`src/rtl/core/lbsf_pkg.sv`:
```
// shared types and constants for the led brightness slew fader
package lbsf_pkg;

    localparam int LEVEL_W = 8;
    localparam int RATE_W  = 8;
    localparam int WORD_W  = 16;
    localparam int ACCUM_W = 9;
    localparam int DT_W    = 8;
    localparam int IDX_W   = 2;

    localparam logic [IDX_W-1:0] REG_TARGET_LEVEL = 2'd0;
    localparam logic [IDX_W-1:0] REG_RISE_RATE    = 2'd1;
    localparam logic [IDX_W-1:0] REG_FALL_RATE    = 2'd2;

    localparam logic [ACCUM_W-1:0] TICK_MS   = 9'd100;
    localparam logic [ACCUM_W-1:0] ACCUM_MAX = 9'd511;
    localparam logic [RATE_W-1:0]  JUMP_RATE = 8'hff;
    localparam logic [WORD_W-1:0]  WORD_MAX  = 16'hffff;

    typedef struct packed {
        logic [LEVEL_W-1:0] target_level;
        logic [RATE_W-1:0]  rise_rate;
        logic [RATE_W-1:0]  fall_rate;
    } cfg_t;

    typedef struct packed {
        logic [WORD_W-1:0]  fade_word;
        logic [ACCUM_W-1:0] time_accum;
    } fader_state_t;

    function automatic logic [WORD_W-1:0] rate_delta(input logic [RATE_W-1:0] rate);
        logic [WORD_W-1:0] r;
        r = {{(WORD_W-RATE_W){1'b0}}, rate};
        // rate * 100 = rate * (64 + 32 + 4)
        return (r << 6) + (r << 5) + (r << 2);
    endfunction

endpackage

```
`src/rtl/core/led_brightness_slew_fader_top.sv`:
```
// led brightness slew fader: tick beat in, level beat out, one per cycle unless stalled
// For each elapsed-time beat the fader returns one result beat: the beat is captured in
// an input register, and the accumulator update, the tick compare and both saturating
// moves of the fade word happen in the single stage that feeds the result register. The
// fade word and accumulator update in that same stage, so consecutive beats see each
// other's effect with no gap. The input side keeps accepting while a result waits,
// until both the input and result registers are full. The user writes registers through
// cfg_we, cfg_index and cfg_wdata only while the block is idle; this is not enforced.
module led_brightness_slew_fader_top
    import lbsf_pkg::*;
(
    input  logic               clk,
    input  logic               rst_n,
    input  logic               cfg_we,
    input  logic [IDX_W-1:0]   cfg_index,
    input  logic [RATE_W-1:0]  cfg_wdata,
    input  logic               s_tvalid,
    output logic               s_tready,
    input  logic [7:0]         s_tdata,   // [7:0] elapsed_ms
    output logic               m_tvalid,
    input  logic               m_tready,
    output logic [15:0]        m_tdata    // [0] level_changed, [8:1] level, [9] active
);

    cfg_t              cfg_reg;
    fader_state_t      state_reg;
    fader_state_t      state_next;
    logic              in_valid_reg;
    logic [DT_W-1:0]   in_dt_reg;
    logic              out_valid_reg;
    logic [15:0]       out_data_reg;
    logic              advance;
    logic              changed;
    logic              active;

    always_ff @(posedge clk or negedge rst_n)
    begin
        if (!rst_n)
        begin
            cfg_reg <= '0;
        end
        else if (cfg_we)
        begin
            case (cfg_index)
                REG_TARGET_LEVEL: cfg_reg.target_level <= cfg_wdata;
                REG_RISE_RATE:    cfg_reg.rise_rate    <= cfg_wdata;
                REG_FALL_RATE:    cfg_reg.fall_rate    <= cfg_wdata;
                default:          ;
            endcase
        end
    end

    assign advance  = in_valid_reg && (!out_valid_reg || m_tready);
    assign s_tready = !in_valid_reg || advance;

    lbsf_step u_step (
        .cfg           (cfg_reg),
        .cur           (state_reg),
        .elapsed_ms    (in_dt_reg),
        .nxt           (state_next),
        .level_changed (changed),
        .active        (active)
    );

    always_ff @(posedge clk or negedge rst_n)
    begin
        if (!rst_n)
        begin
            in_valid_reg  <= 1'b0;
            out_valid_reg <= 1'b0;
            state_reg     <= '0;
        end
        else
        begin
            if (s_tready)
                in_valid_reg <= s_tvalid;
            if (advance)
            begin
                out_valid_reg <= 1'b1;
                state_reg     <= state_next;
            end
            else if (m_tready)
            begin
                out_valid_reg <= 1'b0;
            end
        end
    end

    always_ff @(posedge clk)
    begin
        if (s_tready && s_tvalid)
            in_dt_reg <= s_tdata[DT_W-1:0];
        if (advance)
            out_data_reg <= {6'd0, active, state_next.fade_word[WORD_W-1 -: LEVEL_W], changed};
    end

    assign m_tvalid = out_valid_reg;
    assign m_tdata  = out_data_reg;

    a_idle_ready: assert property (@(posedge clk) disable iff (!rst_n)
        !out_valid_reg |-> s_tready)
        else $error("input side stalled with an empty result register");

    a_state_hold: assert property (@(posedge clk) disable iff (!rst_n)
        !advance |=> $stable(state_reg))
        else $error("fader state moved without a beat");

    a_inactive_no_change: assert property (@(posedge clk) disable iff (!rst_n)
        m_tvalid && !m_tdata[9] |-> !m_tdata[0])
        else $error("level changed while both rates are zero");

    a_change_level: assert property (@(posedge clk) disable iff (!rst_n)
        advance && changed |=> m_tdata[8:1] != $past(state_reg.fade_word[WORD_W-1 -: LEVEL_W]))
        else $error("change flag set but level unchanged");

endmodule

```
`src/rtl/core/lbsf_step.sv`:
```
// next-state logic of the fader for one tick beat
module lbsf_step
    import lbsf_pkg::*;
(
    input  cfg_t              cfg,
    input  fader_state_t      cur,
    input  logic [DT_W-1:0]   elapsed_ms,
    output fader_state_t      nxt,
    output logic              level_changed,
    output logic              active
);

    logic [ACCUM_W:0]   sum_raw;
    logic [ACCUM_W-1:0] sum_sat;
    logic [WORD_W-1:0]  fall_delta;
    logic [WORD_W-1:0]  rise_delta;
    logic [WORD_W:0]    down_diff;
    logic [WORD_W:0]    up_sum;
    logic [WORD_W-1:0]  word_a;
    logic [WORD_W-1:0]  word_b;
    logic               do_step;

    always_comb
    begin
        active     = (cfg.rise_rate != '0) || (cfg.fall_rate != '0);
        sum_raw    = {1'b0, cur.time_accum} + {{(ACCUM_W+1-DT_W){1'b0}}, elapsed_ms};
        sum_sat    = sum_raw[ACCUM_W] ? ACCUM_MAX : sum_raw[ACCUM_W-1:0];
        fall_delta = rate_delta(cfg.fall_rate);
        rise_delta = rate_delta(cfg.rise_rate);
        nxt        = cur;
        do_step    = 1'b0;

        if ((cur.fade_word[WORD_W-1 -: LEVEL_W] != cfg.target_level) && active)
        begin
            if (sum_sat < TICK_MS)
            begin
                nxt.time_accum = sum_sat;
            end
            else
            begin
                nxt.time_accum = sum_sat - TICK_MS;
                do_step        = 1'b1;
            end
        end

        // downward move
        word_a    = cur.fade_word;
        down_diff = {1'b0, cur.fade_word} - {1'b0, fall_delta};
        if (do_step && (cur.fade_word[WORD_W-1 -: LEVEL_W] > cfg.target_level))
        begin
            if (cfg.fall_rate == JUMP_RATE)
                word_a = {cfg.target_level, cur.fade_word[WORD_W-LEVEL_W-1:0]};
            else
                word_a = down_diff[WORD_W] ? '0 : down_diff[WORD_W-1:0];
        end

        // upward move, also after a downward overshoot
        word_b = word_a;
        up_sum = {1'b0, word_a} + {1'b0, rise_delta};
        if (do_step && (word_a[WORD_W-1 -: LEVEL_W] < cfg.target_level))
        begin
            if (cfg.rise_rate == JUMP_RATE)
                word_b = {cfg.target_level, word_a[WORD_W-LEVEL_W-1:0]};
            else
                word_b = (up_sum[WORD_W] || (up_sum[WORD_W-1:0] == WORD_MAX)) ?
                         WORD_MAX : up_sum[WORD_W-1:0];
        end

        nxt.fade_word = word_b;
        level_changed = word_b[WORD_W-1 -: LEVEL_W] != cur.fade_word[WORD_W-1 -: LEVEL_W];
    end

endmodule

```
`config.mk`:
```
export PLATFORM = sky130hd
export DESIGN_NAME = led_brightness_slew_fader_top
export DESIGN_NICKNAME = d
export VERILOG_FILES = /design/src/rtl/core/lbsf_pkg.sv /design/src/rtl/core/led_brightness_slew_fader_top.sv /design/src/rtl/core/lbsf_step.sv
export SDC_FILE = /design/constraint.sdc
export NUM_CORES = 1
export LEC_CHECK = 0
export BUFFER_PORTS_ARGS = -buffer_cell sky130_fd_sc_hd__buf_2
export CORE_MARGIN = 5
export CORE_UTILIZATION = 40
export DETAILED_ROUTE_END_ITERATION = 10
export GPL_TIMING_DRIVEN = 0
export SYNTH_ARGS = -nofsm -noshare
export SYNTH_HDL_FRONTEND = slang
export SYNTH_HIERARCHICAL = 1
export SYNTH_SLANG_ARGS = --single-unit
```
`constraint.sdc`:
```
create_clock -name clk -period 7.8 [get_ports clk]
set_clock_uncertainty 0.2 [all_clocks]
set_input_delay 0.78 -clock clk [delete_from_list [all_inputs] [get_ports clk]]
set_output_delay 0.78 -clock clk [all_outputs]
set_load 0.05 [all_outputs]
```
==> flow_summary.ini, run 1 <==
[status]
status = complete, no violations

[drt]
drc = 0
drt_iter0_drc = 337
ant_nets = 0
first_pass_iters = 5
dr_total_vias = 5166
wl_per_cell_um = 17.68
wirelength_mm = 16.89
vias_per_cell = 5.409

[cts]
hold_buffers = 0
htree_num_levels = 3
cts.clk_slew.worst_paths_ns = 0.06
cts_buffer_depth = 2
cts_sinks = 67
cts_tree = done
clk_latency_ns = 0.34
numCtsBuffers = 9
root_buffer = clkbuf_16

[sta]
finalHoldViolCount = 0
maxSlewHeadroom_pct = 20.06
whs_ns = 0.3071
min_period_ns = 7.420
drv_slew = 0
max_freq_mhz = 134.8
worst_slew_pin_slew_ns = 1.199
rsz0062_at_grt = no
final.period_utilization_pct = 95.13
finalSetupViolCount = 0

[cells_and_area]
fillers = 1567
final_util_pct = 46.83
finalNonFillerCells = 955
largest_reg_flops = 24
fin_area_mm2 = 0.007493
diodes = 0
area_growth_pct = 14.25
fin_nets = 865
drive_gt1_share_pct = 22.06

[place]
dp_hpwl_mm = 13.27
io_buffer_count = 34
dp_cells = 933
gp_congestion = 0.8750
dpl_cell_area_mm2 = 0.007018

[critical_path]
crit_slowest_cell = fa_1
startpoint_type = flip-flop
cp.arrival_ns = 7.29
cpMostUsedCell = inv_1
r2r_slack_ns = 0.38
endpoint_kind = flip-flop
critPathKind = reg -> reg
worst-path-max-fanout = 7
cpPeakStageDelay_ns = 0.54
required_ns = 7.67

[global_route]
grt_max_degree = 50
grt_pass1_vias = 5176
overflow = 0
grt_use_total_pct = 17.74
grt_pass1_wl_mm = 27.48
antenna_found_initial = 0

[synthesis]
synth_area_mm2 = 0.006559
yosysWarnings = 6
syn_inst = 678
avgSynthCellArea_um2 = 9.674

[worst_hold_path]
min_path_type = reg -> reg

[run]
drv_cap = 0

[floorplanning]
pin_count = 41
core_mm2 = 0.01600
die_x_um = 138.1
rows = 46
die_area_mm2 = 0.01906
die_h_um = 138.1
initial_utilization_pct = 40.99
==> path summary, 6_finish.rpt <==
path,depth (start not counted),startpoint,endpoint
hold / removal,1,state_reg[16],state_reg[16]
setup / recovery,28,cfg_reg[0],m_tdata[0]
min in group asynchronous,1,rst_n,cfg_reg[9]
max in group asynchronous,1,rst_n,cfg_reg[6]
hold reg to reg,1,state_reg[16],state_reg[16]
setup reg to reg,28,cfg_reg[0],m_tdata[0]
==> final cells by class <==
| class | instances | area [µm²] | area share [%] |
|---|---|---|---|
| buffer | 17 | 112.6 | 1.503 |
| clock buffer | 14 | 254.0 | 3.390 |
| clock inverter | 2 | 35.03 | 0.4675 |
| multi-input combinational | 509 | 4493 | 59.96 |
| inverter | 89 | 334.1 | 4.458 |
| tap | 216 | 270.3 | 3.607 |
| timing repair buffer | 41 | 222.7 | 2.972 |
| sequential | 67 | 1772 | 23.64 |
==> repair_timing <==
item                       CTS  global route
pin swaps                    1             7
setup endpoints to repair    1             1
buffers inserted             1             6
gates resized for setup      7            27
==> layer usage <==
layer | routed length, µm | up-vias | part of all wire, % | global-route usage (%)
li1 | - | 2485 | - | -
met1 | 8026 | 2527 | 48 | 24.74
met2 | 7879 | 130 | 47 | 28.65
met3 | 673 | 24 | 4.0 | 2.483
met4 | 307 | 0 | 1.8 | 5.564
met5 | 0 | - | 0 | 0
==> layout by cell type (no fill, tap or decap), types with 5 or more instances in the layout <==
cell type  instances
a211oi_1           5
a21o_1            11
a21oi_1           30
a21oi_2            5
a22o_1             5
a31oi_1            5
buf_2             37
buf_4             13
clkbuf_1           9
clkbuf_16          9
conb_1             6
dfrtp_1           45
edfxtp_1          18
fa_1              25
ha_1              81
inv_1             87
mux2_2            52
mux2i_1            6
nand2_1           43
nand2b_1          13
nand3_1            8
nand4_1            6
nor2_1            36
nor3_1             9
o211ai_1           5
o21a_1             8
o21ai_0           26
o31ai_1            5
xnor2_1           24
xor2_1             9
==> through the flow <==
stage | setup WS (ns) | TNS (ns)
final | 0.3795 | 0
after global routing | 0.003546 | 0
after CTS | 0.02478 | 0
after detailed placement | -0.3999 | -0.3999
after global placement | -0.3281 | -0.3281
after floorplan | 0.8246 | 0
==> worst max-delay path, delay by kind of cell, from the launching register on <==
kind | cells | cell delay (ns)
AND/OR/NAND/NOR | 6 | 1.52
adder cells (fa/ha/maj) | 6 | 2.39
XOR/XNOR | 2 | 0.18
buffers and inverters | 4 | 0.25
AO/OA/AOI/OAI | 10 | 2.21
flip-flops | 1 | 0.41
Power of run 1 is left out: the tool's default activity adds up to more than one toggle a clock period on the data nets, which glitch-free logic cannot reach.
==> run 2: changes to the inputs <==
--- a/config.mk
+++ b/config.mk
@@ -12,5 +12,4 @@
 export GPL_TIMING_DRIVEN = 0
 export SYNTH_ARGS = -nofsm -noshare
 export SYNTH_HDL_FRONTEND = slang
-export SYNTH_HIERARCHICAL = 1
 export SYNTH_SLANG_ARGS = --single-unit
==> run 2 against run 1 <==
Design area up 1.3%. Cell count is 6.7% higher. Highest routed layer unchanged. Fmax is 0.60% higher. Synthesized cell count rose by 9.3%. Sequential share of layout area rose by 0.29 points.
==> flow_summary.ini, run 2 <==
[floorplanning]
die_area_mm2 = 0.01949
rows = 47
initial_utilization_pct = 40.67
die_x_um = 139.6
pin_count = 41
die_h_um = 139.6
core_mm2 = 0.01652

[cells_and_area]
mostFrequentLayoutCells = ha_1, inv_1, nand2_1
fillers = 1614
drive_gt1_share_pct = 15.39
diodes = 0
finalNonFillerCells = 1019
ff_latch_area_mm2 = 0.001817
largest_reg_flops = 25
final_util_pct = 45.95
fin_nets = 912
area_growth_pct = 12.98
multi_input_area_mm2 = 0.004662
final_common_cell = ha_1
fin_area_mm2 = 0.007592

[synthesis]
post_synth_num_cell_types = 72
synth-main-ff-cell = dfrtp_1
post-synth-top-area-cell = dfrtp_1
yosysWarnings = 0
synth.most_common_cell = ha_1
ys_top_cells_by_area = dfrtp_1, ha_1, edfxtp_1, xnor2_1, mux2_2
synth_edf_count = 18
async_reset_ff_share_pct = 73.91
ys_ff_latch = 69
syn_inst = 741
synth_area_mm2 = 0.006720
synth.top_cell.area_share_pct = 18.99
seq_area_frac_synth_pct = 27.03
avgSynthCellArea_um2 = 9.069
synth_commonest_cells = ha_1, inv_1, nand2_1

[drt]
drt_iter0_drc = 318
vias_per_cell = 5.435
ant_nets = 0
dr_total_vias = 5538
wl_per_cell_um = 16.40
wirelength_mm = 16.71
drc = 0
first_pass_iters = 5

[cts]
hold_buffers = 0
numCtsBuffers = 9
cts_tree = done
cts_sinks = 69
htree_num_levels = 3
root_buffer = clkbuf_16
cts_buffer_depth = 2
clk_latency_ns = 0.34
cts.clk_slew.worst_paths_ns = 0.05

[place]
dpl_cell_area_mm2 = 0.007184
dp_hpwl_mm = 13.57
gp_congestion = 0.8891
io_buffer_count = 34
dp_cells = 1000

[sta]
worst_slew_pin_slew_ns = 1.034
max_freq_mhz = 135.6
drv_slew = 0
min_period_ns = 7.376
whs_ns = 0.1907
finalSetupViolCount = 0
final.period_utilization_pct = 94.56
maxSlewHeadroom_pct = 31.05
finalHoldViolCount = 0

[critical_path]
crit_slowest_cell = or3b_2
regToRegStartpoint = cfg_reg[0]
required_ns = 7.88
cpPeakStageDelay_ns = 0.50
critPathKind = reg -> reg
cp.arrival_ns = 7.46
endpoint_kind = flip-flop
cp-startpoint = cfg_reg[0]
worst-path-max-fanout = 10
cpMostUsedCell = ha_1
startpoint_type = flip-flop

[run]
drv_cap = 0

[global_route]
grt_pass1_wl_mm = 27.12
overflow = 0
grt_max_degree = 52
grt_pass1_vias = 5264
antenna_found_initial = 0
grt_use_total_pct = 17.21

[worst_hold_path]
min_path_type = in -> async

[status]
status = complete, no violations
## run 2: changes by cell type in the layout (fill, tap and decap cells not counted), sizes merged, moves of 10 or more
cell	before	now
a21o	11	30
a21oi	36	50
fa	25	7
inv	89	61
mux2	53	26
nand2	45	61
o21ai	28	42
o21bai	4	14
xnor2	24	35
## run 2: cells by family after synthesis
logic type                 count (synthesis)  share of synthesized area, %
AOI/OAI and AO/OA                        223                         23.50
xor gates and xnor gates                  53                         6.907
adders and majority gates                 95                         18.47
buffers and inverters                     79                         5.064
DFF                                       69                         27.03
muxes                                     31                         5.101
other                                      1                       0.05580
and+or+nand+nor                          190                         13.87
## run 2: layer usage
layer | share of wire [%] | track usage, %
met1 | 48 | 24.02
met4 | 1.7 | 4.691
met2 | 45 | 27.15
met5 | 0 | 0
met3 | 4.6 | 3.636
## run 2: path summary, 6_finish.rpt
check                           endpoint  slack [ns]  cells after the start
max in group asynchronous   state_reg[6]        6.65                      2
min                           cfg_reg[6]        0.19                      1
max reg2reg                state_reg[16]        0.42                     31
min reg2reg                 state_reg[0]        0.28                      2
max                        state_reg[16]        0.42                     31
min in group clk            state_reg[0]        0.28                      2
## run 2: worst max-delay path: cells and delay by family, from the launching register on
kind | cells | cell delay [ns]
xor gates and xnor gates | 2 | 0.44
adders and majority gates | 5 | 1.70
buffers and inverters | 4 | 0.52
and+or+nand+nor | 7 | 1.13
DFF | 1 | 0.43
AOI/OAI and AO/OA | 13 | 2.89
## run 2: stage by stage
stage	TNS (ns)	setup slack, ns
after floorplan	0	1.039
after global placement	-0.1542	-0.1542
after detailed placement	-0.1445	-0.1445
after CTS	0	0.04907
after global routing	-0.03683	-0.01455
final	0	0.4241
## run 2: final cells by class
class,count,area share [%]
Sequential cell,69,23.93
Clock inverter,7,0.8734
Buffer,18,1.483
Clock buffer,9,2.966
Tap cell,220,3.626
Multi-Input combinational cell,598,61.40
Timing Repair Buffer,37,2.703
Inverter,61,3.016
## run 2: timing repair
item / 4_1_cts / 5_1_grt
endpoints found under the setup margin: 1 / 10
buffers inserted: 0 / 2
gates resized for setup: 2 / 16
pin swaps: 0 / 2
cloned: 0 / 0
Power of run 2 is left out for the same reason.
==> run 3: changes to the inputs <==
==> constraint.sdc (replaced) <==
create_clock -name clk -period 6.1 [get_ports clk]
set_clock_uncertainty 0.2 [all_clocks]
set_input_delay 0.61 -clock clk [delete_from_list [all_inputs] [get_ports clk]]
set_output_delay 0.61 -clock clk [all_outputs]
set_load 0.05 [all_outputs]
==> run 3 against run 2 <==
The run now ends with negative setup slack left. Via count increased by 5.4%. Sequential share of layout area decreased by 2.6 points. First-iteration DRC count increased by 4.7%. Die area unchanged. Fmax increased by 10%. Count of clock-buffer cells in the layout unchanged. Setup slack got worse by 1.0 ns. Critical path type unchanged.
==> flow_summary.ini, run 3 (synthesis results as in run 2) <==
[cts]
cts_sinks = 69
clk_latency_ns = 0.35
root_buffer = clkbuf_16
numCtsBuffers = 9
cts_buffer_depth = 2
cts_tree = done
htree_num_levels = 3
cts.clk_slew.worst_paths_ns = 0.06

[floorplanning]
rows = 47
die_area_mm2 = 0.01949
core_mm2 = 0.01652
die_x_um = 139.6
initial_utilization_pct = 40.67
die_h_um = 139.6
pin_count = 41

[sta]
drv_slew = 0
maxSlewHeadroom_pct = 22.38
final.period_utilization_pct = 109.9
rsz0062_at_grt = yes
whs_ns = 0.1045
finalSetupViolCount = 20
max_freq_mhz = 149.1
setup_ws_ns = -0.6058
finalHoldViolCount = 0
worst_slew_pin_slew_ns = 1.164
min_period_ns = 6.706

[run]
drv_cap = 0

[global_route]
overflow = 0
grt_pass1_wl_mm = 28.62
grt_pass1_vias = 5602
grt_use_total_pct = 18.20
antenna_found_initial = 0
grt_max_degree = 52

[drt]
first_pass_iters = 5
ant_nets = 0
drt_iter0_drc = 333
vias_per_cell = 5.495
drc = 0
dr_total_vias = 5836
wirelength_mm = 18.24
wl_per_cell_um = 17.18

[cells_and_area]
fillers = 1504
diodes = 0
mostFrequentLayoutCells = ha_1, nand2_1, inv_1
drive_gt1_share_pct = 27.55
largest_reg_flops = 25
final_common_cell = ha_1
fin_nets = 955
area_growth_pct = 26.70

[place]
io_buffer_count = 34
gp_congestion = 0.8756
dp_hpwl_mm = 13.74

[critical_path]
cp.arrival_ns = 6.79
reg2reg_depth = 34
endpoint_kind = flip-flop
cpPeakStageDelay_ns = 0.53
cpMostUsedCell = inv_2
required_ns = 6.18
startpoint_type = flip-flop
crit_slowest_cell = fa_2
critPathKind = reg -> reg
worst-path-max-fanout = 5

[status]
status = finished with violations
violations = negative setup slack

[worst_hold_path]
min_path_type = in -> async
run 3: cell types whose count changed in the layout (fill, tap and decap cells not counted), moves of 5 or more:
cell | before | now
buf_4 | 9 | 45
buf_6 | 2 | 10
mux2_4 | 0 | 5
a21oi_1 | 49 | 39
ha_1 | 88 | 80
mux2_2 | 26 | 21
a21oi_2 | 1 | 10
o21ai_2 | 1 | 7
o21ai_1 | 0 | 5
o21ai_0 | 41 | 29
ha_4 | 0 | 6
run 3: critical path, delay by kind of cell, from the launching register on:
| family | cells | cell delay (ns) |
|---|---|---|
| buf+inv | 5 | 0.47 |
| simple gates | 10 | 1.19 |
| compound gates | 11 | 1.99 |
| fa+ha+maj | 6 | 1.94 |
| xor+xnor | 2 | 0.46 |
| flops | 1 | 0.38 |
run 3: cell type report:
cell class                 instances  area (µm²)  area share (%)
multi-input combinational        598        5142           60.40
sequential                        69        1818           21.35
timing repair buffer              80       555.5           6.525
clock buffer                       9       225.2           2.645
buffer                            18       132.6           1.558
tap                              220       275.3           3.233
inverter                          61       229.0           2.689
clock inverter                     7       136.4           1.602
run 3: per-layer routing:
| metal | up-vias | share of wire (%) | global-route usage, % |
|---|---|---|---|
| li1 | 2883 | - | - |
| met1 | 2807 | 46 | 24.56 |
| met2 | 127 | 48 | 30.36 |
| met3 | 19 | 4.2 | 3.499 |
| met4 | 0 | 1.3 | 4.233 |
| met5 | - | 0 | 0 |
run 3: through the flow:
| step | cell area (µm²) | std cells | TNS, ns | utilization, % | setup WS, ns |
|---|---|---|---|---|---|
| 2_1_floorplan | 6857 | 746 | -0.2408 | - | -0.07361 |
| 4_1_cts | 8228 | 1049 | -5.898 | 49.79 | -0.5960 |
| 3_3_place_gp | 7302 | 1000 | -14.87 | 44.19 | -1.003 |
| 6_report | 8514 | 1062 | -6.235 | 51.53 | -0.6058 |
| 5_1_grt | 8514 | 1062 | -13.52 | 51.53 | -0.9072 |
| 3_5_place_dp | 7302 | 1000 | -15.88 | 44.19 | -1.034 |
run 3: what timing repair did:
| item | 4_1_cts | 5_1_grt |
|---|---|---|
| hold buffers | 0 | 0 |
| hold endpoints to repair | 0 | 0 |
| pin swaps | 35 | 23 |
| setup endpoints to repair | 25 | 25 |
| resized for setup | 63 | 43 |
| cloned | 1 | 0 |
| setup buffers | 32 | 13 |
run 3: final timing paths:
path | start | to | slack (ns)
max in group asynchronous | rst_n | cfg_reg[0] | 5.09
min in group clk | s_tdata[3] | in_dt_reg[3] | 0.24
min reg2reg | state_reg[9] | state_reg[9] | 0.28
max reg2reg | cfg_reg[1] | state_reg[12] | -0.61
min | rst_n | cfg_reg[6] | 0.10
max | cfg_reg[1] | state_reg[12] | -0.61
Power of run 3 is left out for the same reason.
